[src/hw/rtl/ax25_hdlc_frame_encoder_macros.svh]
// assertion macros for the ax25 frame encoder
// expects clk and rst in the scope of use; no other dependencies
`ifndef AX25_HDLC_FRAME_ENCODER_MACROS_SVH
`define AX25_HDLC_FRAME_ENCODER_MACROS_SVH

// same-cycle implication
`define AX25_CHECK(label, ante, cons) \
  label: assert property (@(posedge clk) disable iff (rst) (ante) |-> (cons)) \
    else $error("ax25 encoder check failed");

// next-cycle implication
`define AX25_CHECK_NEXT(label, ante, cons) \
  label: assert property (@(posedge clk) disable iff (rst) (ante) |=> (cons)) \
    else $error("ax25 encoder check failed");

`endif

[src/hw/rtl/ax25_pkg.sv]
// shared types and constants of the ax25 frame encoder
// no dependencies
package ax25_pkg;

  localparam int CALL_W = 48;

  localparam logic [7:0]  FLAG_BYTE      = 8'h7E;
  localparam logic [15:0] CRC_POLY       = 16'h1021;
  localparam logic [15:0] CRC_INIT       = 16'hFFFF;
  localparam logic [7:0]  SSID_BASE      = 8'h60;
  localparam logic [7:0]  DEST_SSID_BITS = 8'h1C;
  localparam logic [7:0]  U_CTRL         = 8'h03;
  localparam logic [7:0]  SRC_SSID_BITS  = 8'h01;

  localparam logic [1:0] KIND_INFO  = 2'd0;
  localparam logic [1:0] KIND_UNNUM = 2'd2;

  localparam logic CFG_DEST = 1'b0;
  localparam logic CFG_SRC  = 1'b1;

  typedef struct packed {
    logic [7:0] payload_byte;
    logic       first_of_frame;
    logic       last_of_frame;
    logic [1:0] frame_kind;
    logic [2:0] send_seq;
    logic [2:0] recv_seq;
    logic       data_type;
    logic       command_flag;
  } in_t;

  typedef struct packed {
    logic [7:0] line_byte;
    logic       end_of_frame;
  } out_t;

  typedef enum logic [1:0] {
    OP_OPEN,
    OP_SEND,
    OP_PAD,
    OP_CLOSE
  } line_op_t;

  typedef struct packed {
    logic       valid;
    line_op_t   op;
    logic [7:0] data;
    logic       crc_on;
  } line_req_t;

  typedef struct packed {
    logic take;
    logic busy;
  } line_stat_t;

  typedef struct packed {
    logic en;
    logic din;
  } crc_feed_t;

endpackage

[src/hw/rtl/ax25_hdlc_frame_encoder.sv]
// ax25 frame encoder top level: frame sequencer, callsign registers, crc and line units
// depends on ax25_pkg, ax25_crc, ax25_line and ax25_hdlc_frame_encoder_macros.svh
//
// usage
// - in channel (in_valid/in_ready/in_data) takes one payload byte per transfer with its
//   frame controls; a byte with first_of_frame opens a frame, one with last_of_frame
//   closes it, a byte outside a frame without first_of_frame is dropped
// - out channel (out_valid/out_ready/out_data) gives line bytes, first line bit at the
//   msb; end_of_frame marks the closing flag
// - cfg_we/cfg_index/cfg_data write the destination (index 0) and source (index 1)
//   callsigns; write them only while no frame is in progress
// - each byte goes to the line as 8 bits plus one per stuffed zero (8 to 10), shifted one
//   bit per cycle while out_ready does not hold the serializer; the serializer sets the rate
// - a payload byte is taken while the one before is still shifting, so inside a frame the
//   in channel can accept the next byte before the serializer is through with the last
// - the first byte of a frame is preceded by the opening flag and 16 header bytes; the
//   last is followed by two crc bytes, the pad byte and the closing flag
// - after the first transfer, state S_OPEN loads the opening flag into the free output register
// - when out_ready is low the serializer holds at the next full byte and the
//   in channel stops after one buffered byte; nothing is lost
// - rst (synchronous) empties the frame state and clears both callsigns
`include "ax25_hdlc_frame_encoder_macros.svh"

module ax25_hdlc_frame_encoder (
  input  logic                           clk,
  input  logic                           rst,
  input  logic                           in_valid,
  output logic                           in_ready,
  input  ax25_pkg::in_t                  in_data,
  output logic                           out_valid,
  input  logic                           out_ready,
  output ax25_pkg::out_t                 out_data,
  input  logic                           cfg_we,
  input  logic                           cfg_index,
  input  logic [ax25_pkg::CALL_W-1:0]    cfg_data
);
  import ax25_pkg::*;

  typedef enum logic [2:0] {
    S_IDLE,
    S_OPEN,
    S_HDR,
    S_PAY,
    S_FCS_HI,
    S_FCS_LO,
    S_PAD,
    S_CLOSE
  } state_t;

  localparam logic [3:0] HDR_DEST_SSID = 4'd6;
  localparam logic [3:0] HDR_SRC_SSID  = 4'd13;
  localparam logic [3:0] HDR_CTRL      = 4'd14;
  localparam logic [3:0] HDR_PID       = 4'd15;

  state_t              state;
  logic                in_frame;
  in_t                 item;
  logic [3:0]          hdr_idx;
  logic [CALL_W-1:0]   call_sr;
  logic [CALL_W-1:0]   dest_callsign;
  logic [CALL_W-1:0]   src_callsign;
  logic [7:0]          ctrl_byte;
  logic [7:0]          hdr_byte;
  logic [15:0]         crc;
  logic                crc_init;
  logic                in_acc;
  line_req_t           req;
  line_stat_t          lstat;
  crc_feed_t           feed;

  always_ff @(posedge clk) begin
    if (rst) begin
      dest_callsign <= '0;
      src_callsign  <= '0;
    end else if (cfg_we) begin
      unique case (cfg_index)
        CFG_DEST: dest_callsign <= cfg_data;
        CFG_SRC:  src_callsign  <= cfg_data;
      endcase
    end
  end

  assign in_ready = (state == S_IDLE);
  assign in_acc   = in_valid && in_ready;
  assign crc_init = lstat.take && (state == S_OPEN);

  always_comb begin
    if (item.frame_kind == KIND_INFO) begin
      ctrl_byte = {item.recv_seq, 1'b0, item.send_seq, 1'b0};
    end else if (item.frame_kind == KIND_UNNUM) begin
      ctrl_byte = U_CTRL;
    end else begin
      ctrl_byte = 8'h00;
    end
  end

  always_comb begin
    case (hdr_idx)
      HDR_DEST_SSID: hdr_byte = SSID_BASE | DEST_SSID_BITS | {6'd0, item.data_type, 1'b0}
                                | {item.command_flag, 7'd0};
      HDR_SRC_SSID:  hdr_byte = SSID_BASE | SRC_SSID_BITS | {!item.command_flag, 7'd0};
      HDR_CTRL:      hdr_byte = ctrl_byte;
      HDR_PID:       hdr_byte = 8'h00;
      default:       hdr_byte = {call_sr[CALL_W-2 -: 7], 1'b0};
    endcase
  end

  always_comb begin
    req = '0;
    unique case (state)
      S_IDLE: req = '0;
      S_OPEN: begin
        req.valid = 1'b1;
        req.op    = OP_OPEN;
      end
      S_HDR: begin
        req.valid  = 1'b1;
        req.op     = OP_SEND;
        req.data   = hdr_byte;
        req.crc_on = 1'b1;
      end
      S_PAY: begin
        req.valid  = 1'b1;
        req.op     = OP_SEND;
        req.data   = item.payload_byte;
        req.crc_on = 1'b1;
      end
      S_FCS_HI: begin
        req.valid = 1'b1;
        req.op    = OP_SEND;
        req.data  = ~crc[15:8];
      end
      S_FCS_LO: begin
        req.valid = 1'b1;
        req.op    = OP_SEND;
        req.data  = ~crc[7:0];
      end
      S_PAD: begin
        req.valid = 1'b1;
        req.op    = OP_PAD;
      end
      S_CLOSE: begin
        req.valid = 1'b1;
        req.op    = OP_CLOSE;
      end
    endcase
  end

  always_ff @(posedge clk) begin
    if (rst) begin
      state    <= S_IDLE;
      in_frame <= 1'b0;
      hdr_idx  <= 4'd0;
    end else begin
      unique case (state)
        S_IDLE: begin
          if (in_acc) begin
            item <= in_data;
            if (in_data.first_of_frame) begin
              state    <= S_OPEN;
              in_frame <= 1'b1;
              call_sr  <= dest_callsign;
            end else if (in_frame) begin
              state <= S_PAY;
            end
          end
        end
        S_OPEN: begin
          if (lstat.take) begin
            state   <= S_HDR;
            hdr_idx <= 4'd0;
          end
        end
        S_HDR: begin
          if (lstat.take) begin
            hdr_idx <= hdr_idx + 4'd1;
            if (hdr_idx == HDR_DEST_SSID) begin
              call_sr <= src_callsign;
            end else begin
              call_sr <= {call_sr[CALL_W-9:0], 8'h00};
            end
            if (hdr_idx == HDR_PID) begin
              state <= S_PAY;
            end
          end
        end
        S_PAY: begin
          if (lstat.take) begin
            state <= item.last_of_frame ? S_FCS_HI : S_IDLE;
          end
        end
        S_FCS_HI: begin
          if (lstat.take) begin
            state <= S_FCS_LO;
          end
        end
        S_FCS_LO: begin
          if (lstat.take) begin
            state <= S_PAD;
          end
        end
        S_PAD: begin
          if (lstat.take) begin
            state <= S_CLOSE;
          end
        end
        S_CLOSE: begin
          if (lstat.take) begin
            state    <= S_IDLE;
            in_frame <= 1'b0;
          end
        end
      endcase
    end
  end

  ax25_crc u_crc (
    .clk  (clk),
    .rst  (rst),
    .init (crc_init),
    .feed (feed),
    .crc  (crc)
  );

  ax25_line u_line (
    .clk       (clk),
    .rst       (rst),
    .req       (req),
    .stat      (lstat),
    .feed      (feed),
    .out_valid (out_valid),
    .out_ready (out_ready),
    .out_data  (out_data)
  );

  `AX25_CHECK(eof_is_flag, out_valid && out_data.end_of_frame, out_data.line_byte == FLAG_BYTE)
  `AX25_CHECK_NEXT(stray_byte_dropped, in_acc && !in_data.first_of_frame && !in_frame, state == S_IDLE)
  `AX25_CHECK_NEXT(open_resets_crc, crc_init, crc == CRC_INIT)

endmodule

[src/hw/rtl/ax25_crc.sv]
// bit-serial crc-16-ccitt register, one data bit per cycle while feed.en is high
// depends on ax25_pkg
module ax25_crc (
  input  logic                  clk,
  input  logic                  rst,
  input  logic                  init,
  input  ax25_pkg::crc_feed_t   feed,
  output logic [15:0]           crc
);
  import ax25_pkg::*;

  logic fb;

  assign fb = crc[15] ^ feed.din;

  always_ff @(posedge clk) begin
    if (rst || init) begin
      crc <= CRC_INIT;
    end else if (feed.en) begin
      crc <= {crc[14:0], 1'b0} ^ (fb ? CRC_POLY : 16'h0000);
    end
  end

endmodule

[src/hw/rtl/ax25_line.sv]
// line serializer: lsb-first bits, zero stuffing, byte packing and output register
// depends on ax25_pkg
module ax25_line (
  input  logic                   clk,
  input  logic                   rst,
  input  ax25_pkg::line_req_t    req,
  output ax25_pkg::line_stat_t   stat,
  output ax25_pkg::crc_feed_t    feed,
  output logic                   out_valid,
  input  logic                   out_ready,
  output ax25_pkg::out_t         out_data
);
  import ax25_pkg::*;

  logic       busy;
  logic       stuff_pend;
  logic       crc_on;
  logic [3:0] cnt;
  logic [7:0] cur;
  logic [7:0] bits;
  logic [7:0] bits_next;
  logic [2:0] fill;
  logic [2:0] ones;
  logic       out_free;
  logic       line_b;
  logic       full_now;
  logic       advance;
  logic       take;

  assign out_free = !out_valid || out_ready;
  assign line_b   = stuff_pend ? 1'b0 : cur[cnt[2:0]];
  assign full_now = (fill == 3'd7);
  assign advance  = busy && (!full_now || out_free);
  assign take     = req.valid && !busy && ((req.op == OP_SEND) || out_free);

  always_comb begin
    bits_next = bits;
    bits_next[3'd7 - fill] = line_b;
  end

  assign feed.en   = advance && crc_on && !stuff_pend;
  assign feed.din  = cur[3'd7 - cnt[2:0]];
  assign stat.take = take;
  assign stat.busy = busy;

  always_ff @(posedge clk) begin
    if (rst) begin
      busy       <= 1'b0;
      stuff_pend <= 1'b0;
      crc_on     <= 1'b0;
      cnt        <= 4'd0;
      ones       <= 3'd0;
      fill       <= 3'd0;
      bits       <= 8'h00;
      out_valid  <= 1'b0;
    end else begin
      if (out_valid && out_ready) begin
        out_valid <= 1'b0;
      end
      if (advance) begin
        if (full_now) begin
          out_valid <= 1'b1;
          out_data  <= '{line_byte: bits_next, end_of_frame: 1'b0};
          bits      <= 8'h00;
          fill      <= 3'd0;
        end else begin
          bits <= bits_next;
          fill <= fill + 3'd1;
        end
        if (stuff_pend) begin
          stuff_pend <= 1'b0;
          if (cnt == 4'd8) begin
            busy <= 1'b0;
          end
        end else begin
          cnt <= cnt + 4'd1;
          if (line_b && (ones == 3'd4)) begin
            stuff_pend <= 1'b1;
            ones       <= 3'd0;
          end else begin
            ones <= line_b ? ones + 3'd1 : 3'd0;
            if (cnt == 4'd7) begin
              busy <= 1'b0;
            end
          end
        end
      end else if (take) begin
        unique case (req.op)
          OP_SEND: begin
            busy   <= 1'b1;
            cur    <= req.data;
            crc_on <= req.crc_on;
            cnt    <= 4'd0;
          end
          OP_OPEN: begin
            out_valid  <= 1'b1;
            out_data   <= '{line_byte: FLAG_BYTE, end_of_frame: 1'b0};
            bits       <= 8'h00;
            fill       <= 3'd0;
            ones       <= 3'd0;
            stuff_pend <= 1'b0;
          end
          OP_PAD: begin
            out_valid <= 1'b1;
            out_data  <= '{line_byte: bits, end_of_frame: 1'b0};
            bits      <= 8'h00;
            fill      <= 3'd0;
          end
          OP_CLOSE: begin
            out_valid <= 1'b1;
            out_data  <= '{line_byte: FLAG_BYTE, end_of_frame: 1'b1};
            ones      <= 3'd0;
          end
        endcase
      end
    end
  end

endmodule

[config.mk]
export PLATFORM = sky130hd
export DESIGN_NAME = ax25_hdlc_frame_encoder
export DESIGN_NICKNAME = d
export VERILOG_FILES = /design/src/hw/rtl/ax25_pkg.sv /design/src/hw/rtl/ax25_hdlc_frame_encoder.sv /design/src/hw/rtl/ax25_crc.sv /design/src/hw/rtl/ax25_line.sv
export VERILOG_INCLUDE_DIRS = /design/src /design/src/hw/rtl
export SDC_FILE = /design/constraint.sdc
export NUM_CORES = 1
export LEC_CHECK = 0
export BUFFER_PORTS_ARGS = -buffer_cell sky130_fd_sc_hd__buf_2
export CORE_UTILIZATION = 50
export DETAILED_ROUTE_END_ITERATION = 12
export PLACE_DENSITY_LB_ADDON = 0.05
export SYNTH_ARGS = -nofsm -noshare
export SYNTH_HDL_FRONTEND = slang
export SYNTH_HIERARCHICAL = 1
export SYNTH_SLANG_ARGS = --single-unit
[constraint.sdc]
create_clock -name clk -period 7.5 [get_ports clk]
set_clock_uncertainty 0.15 [all_clocks]
set_input_delay 0.75 -clock clk [delete_from_list [all_inputs] [get_ports clk]]
set_output_delay 0.75 -clock clk [all_outputs]
set_load 0.05 [all_outputs]
==> flow_summary.json <==
{
  "final_layout_size_suffix_gt1_frac": 0.136,
  "synthesis.nets": 1053,
  "dr_wl_met3_um": 783,
  "power_w": 0.00267,
  "critPathLaunch": "state[0]$_SDFFE_PP0P_",
  "fp.dieW_um": 138,
  "grt_util_all_layers": 0.213,
  "totalWireLength_um": 19900,
  "wl_per_cell_um": 15.8,
  "clkTransAtPathRegs_ns": 0.06,
  "critPathLaunchType": "register",
  "initial_core_util": 0.512,
  "top_layer": "met4",
  "p_int_w": 0.00195,
  "numPortBuffers": 78,
  "clock_sinks": 208,
  "maxCapViolations": 0,
  "cts_tree": "yes",
  "rsz0062_at_grt": "no",
  "worst_ep_arrival_time_ns": 3.80,
  "p_switching_w": 0.000725,
  "combPwrFrac": 0.132,
  "p_leak_nw": 3.91,
  "reg2regPathDepth": 7,
  "seq_power_share": 0.488,
  "dp_slack_ns": 3.95,
  "status": "complete, no violations",
  "core-area_um2": 18000,
  "place_congestion": 0.798,
  "wl_met2_um": 9710,
  "antenna_found_initial": 2,
  "fin_hold_ws_ns": 0.272,
  "cts_buffers": 23,
  "std_cell_rows": 49,
  "via_per_inst": 5.37,
  "rrSetupSlack_ns": 3.98,
  "setup_violations": 0,
  "drc": 0,
  "max_freq_mhz": 284,
  "cp-endpoint": "u_crc/crc[5]$_SDFFE_PP1P_",
  "crit_required_ns": 7.77,
  "clockBufferDepth": 3,
  "final-hold-violation-count": 0,
  "p_per_area_nw_per_um2": 260,
  "switching_share": 0.271,
  "grt_start_max_net_pins": 99,
  "crit_path_end_kind": "register",
  "num_vias": 6753,
  "maxSlewViolCount": 0,
  "syn_inst": 965,
  "relSlewSlack": 0.247,
  "layout_common_cells": "nand2_1, dfxtp_1, a21oi_1, edfxtp_1, buf_2",
  "fin_nets": 1097,
  "critPathKind": "register to register",
  "min_period_ns": 3.52,
  "fin_crit_sh": 0.470,
  "path_max_fanout": 21,
  "wl_met1_um": 9000,
  "clockPowerShare": 0.381,
  "post_cts_buffers": 0,
  "fillCellCount": 1629,
  "cts.htree.levels": 1,
  "fin_ws_ns": 3.98,
  "clk_root_buffer_cell": "clkbuf_16",
  "ir_worst_vdd_mv": 0.198,
  "ant_nets": 0,
  "tns_ns": 0,
  "tightest_slew_ns": 1.13,
  "syn_to_final_growth_pct": 11.9,
  "first_global_vias": 6325,
  "die_area_um2": 18900,
  "syn-mean-instance-area_um2": 9.52,
  "num_io_pins": 85,
  "hp-class": "input port to register",
  "dr.pass1.iters": 4,
  "r2r-end": "u_crc/crc[5]$_SDFFE_PP1P_",
  "yosys_warnings": 6,
  "die_y_um": 138,
  "syn_area_um2": 9190,
  "drtIter0Drc": 411,
  "hold_buffers": 0,
  "post-dp-hpwl_um": 12100,
  "clk_latency_ns": 0.50,
  "final_common_cell": "nand2_1",
  "finish.utilization": 0.572,
  "grt_pass1_wl_um": 31900,
  "r2r-start": "state[0]$_SDFFE_PP0P_",
  "overflow": 0,
  "cts.repair.resized": 0
}
==> power by group through the flow <==
| stage | combinational, W | clock [W] | sequential, W |
|---|---|---|---|
| 2_1_floorplan | 0.000260 | 0 | 0.00133 |
| 3_3_place_gp | 0.000350 | 0 | 0.00133 |
| 3_5_place_dp | 0.000354 | 0 | 0.00133 |
| 4_1_cts | 0.000355 | 0.00104 | 0.00130 |
| 5_1_grt | 0.000393 | 0.00108 | 0.00131 |
| 6_report | 0.000351 | 0.00102 | 0.00130 |
==> layout make-up <==
class	instances	area, µm²	share of cell area
Sequential cell	208	4940	0.481
Multi-Input combinational cell	674	3860	0.375
Clock buffer	32	619	0.0602
Timing Repair Buffer	88	468	0.0455
Tap cell	229	287	0.0279
Inverter	14	52.6	0.00511
Clock inverter	10	47.5	0.00462
Antenna cell	2	5.00	0.000487
==> stage by stage <==
step                      instance area [µm²]  instances
after detailed placement                 9610       1213
after global placement                   9610       1213
after floorplan                          9190        965
after CTS                               10300       1255
final                                   10300       1257
after global routing                    10300       1255
==> layer usage <==
metal | up-vias | global-route usage
met5 | - | 0
met4 | 0 | 0.0549
met3 | 27 | 0.0383
met2 | 110 | 0.360
met1 | 3168 | 0.281
li1 | 3448 | -
==> how the worst min path moves through the flow <==
stage	cells after the start	start	slack, ns	to
detailed placement	2	u_line/crc_on$_SDFFE_PP0P_	0.29	u_line/crc_on$_SDFFE_PP0P_
global placement	2	u_line/crc_on$_SDFFE_PP0P_	0.29	u_line/crc_on$_SDFFE_PP0P_
floorplan	2	u_line/crc_on$_SDFFE_PP0P_	0.28	u_line/crc_on$_SDFFE_PP0P_
finish	1	in_data[5]	0.27	item[5]$_DFFE_PP_
CTS	1	in_data[2]	0.25	item[2]$_DFFE_PP_
global route	1	in_data[5]	0.25	item[5]$_DFFE_PP_
==> sequential cells by signal (all words and copies together) (netlist names) <==
name and cells:
u_line/ones 3, dest_callsign 42, u_line/busy 1, u_line/crc_on 1, state 3, u_line/stuff_pend 1, item 19, call_sr 42
u_line/out_data 9, u_line/cur 8, u_crc/crc 16, src_callsign 42, hdr_idx 4, u_line/out_valid 1, u_line/fill 3, u_line/cnt 4
in_frame 1, u_line/bits 8
==> critical path: stages, from the launching register on <==
cell and delay (ns):
dfxtp_1 0.98, inv_2 0.15, a21oi_1 0.34, ha_1 0.24, o21a_1 0.40, nor4b_1 0.54
nor2_1 0.42, o211ai_1 0.21
(Power assumes the default switching activity.)
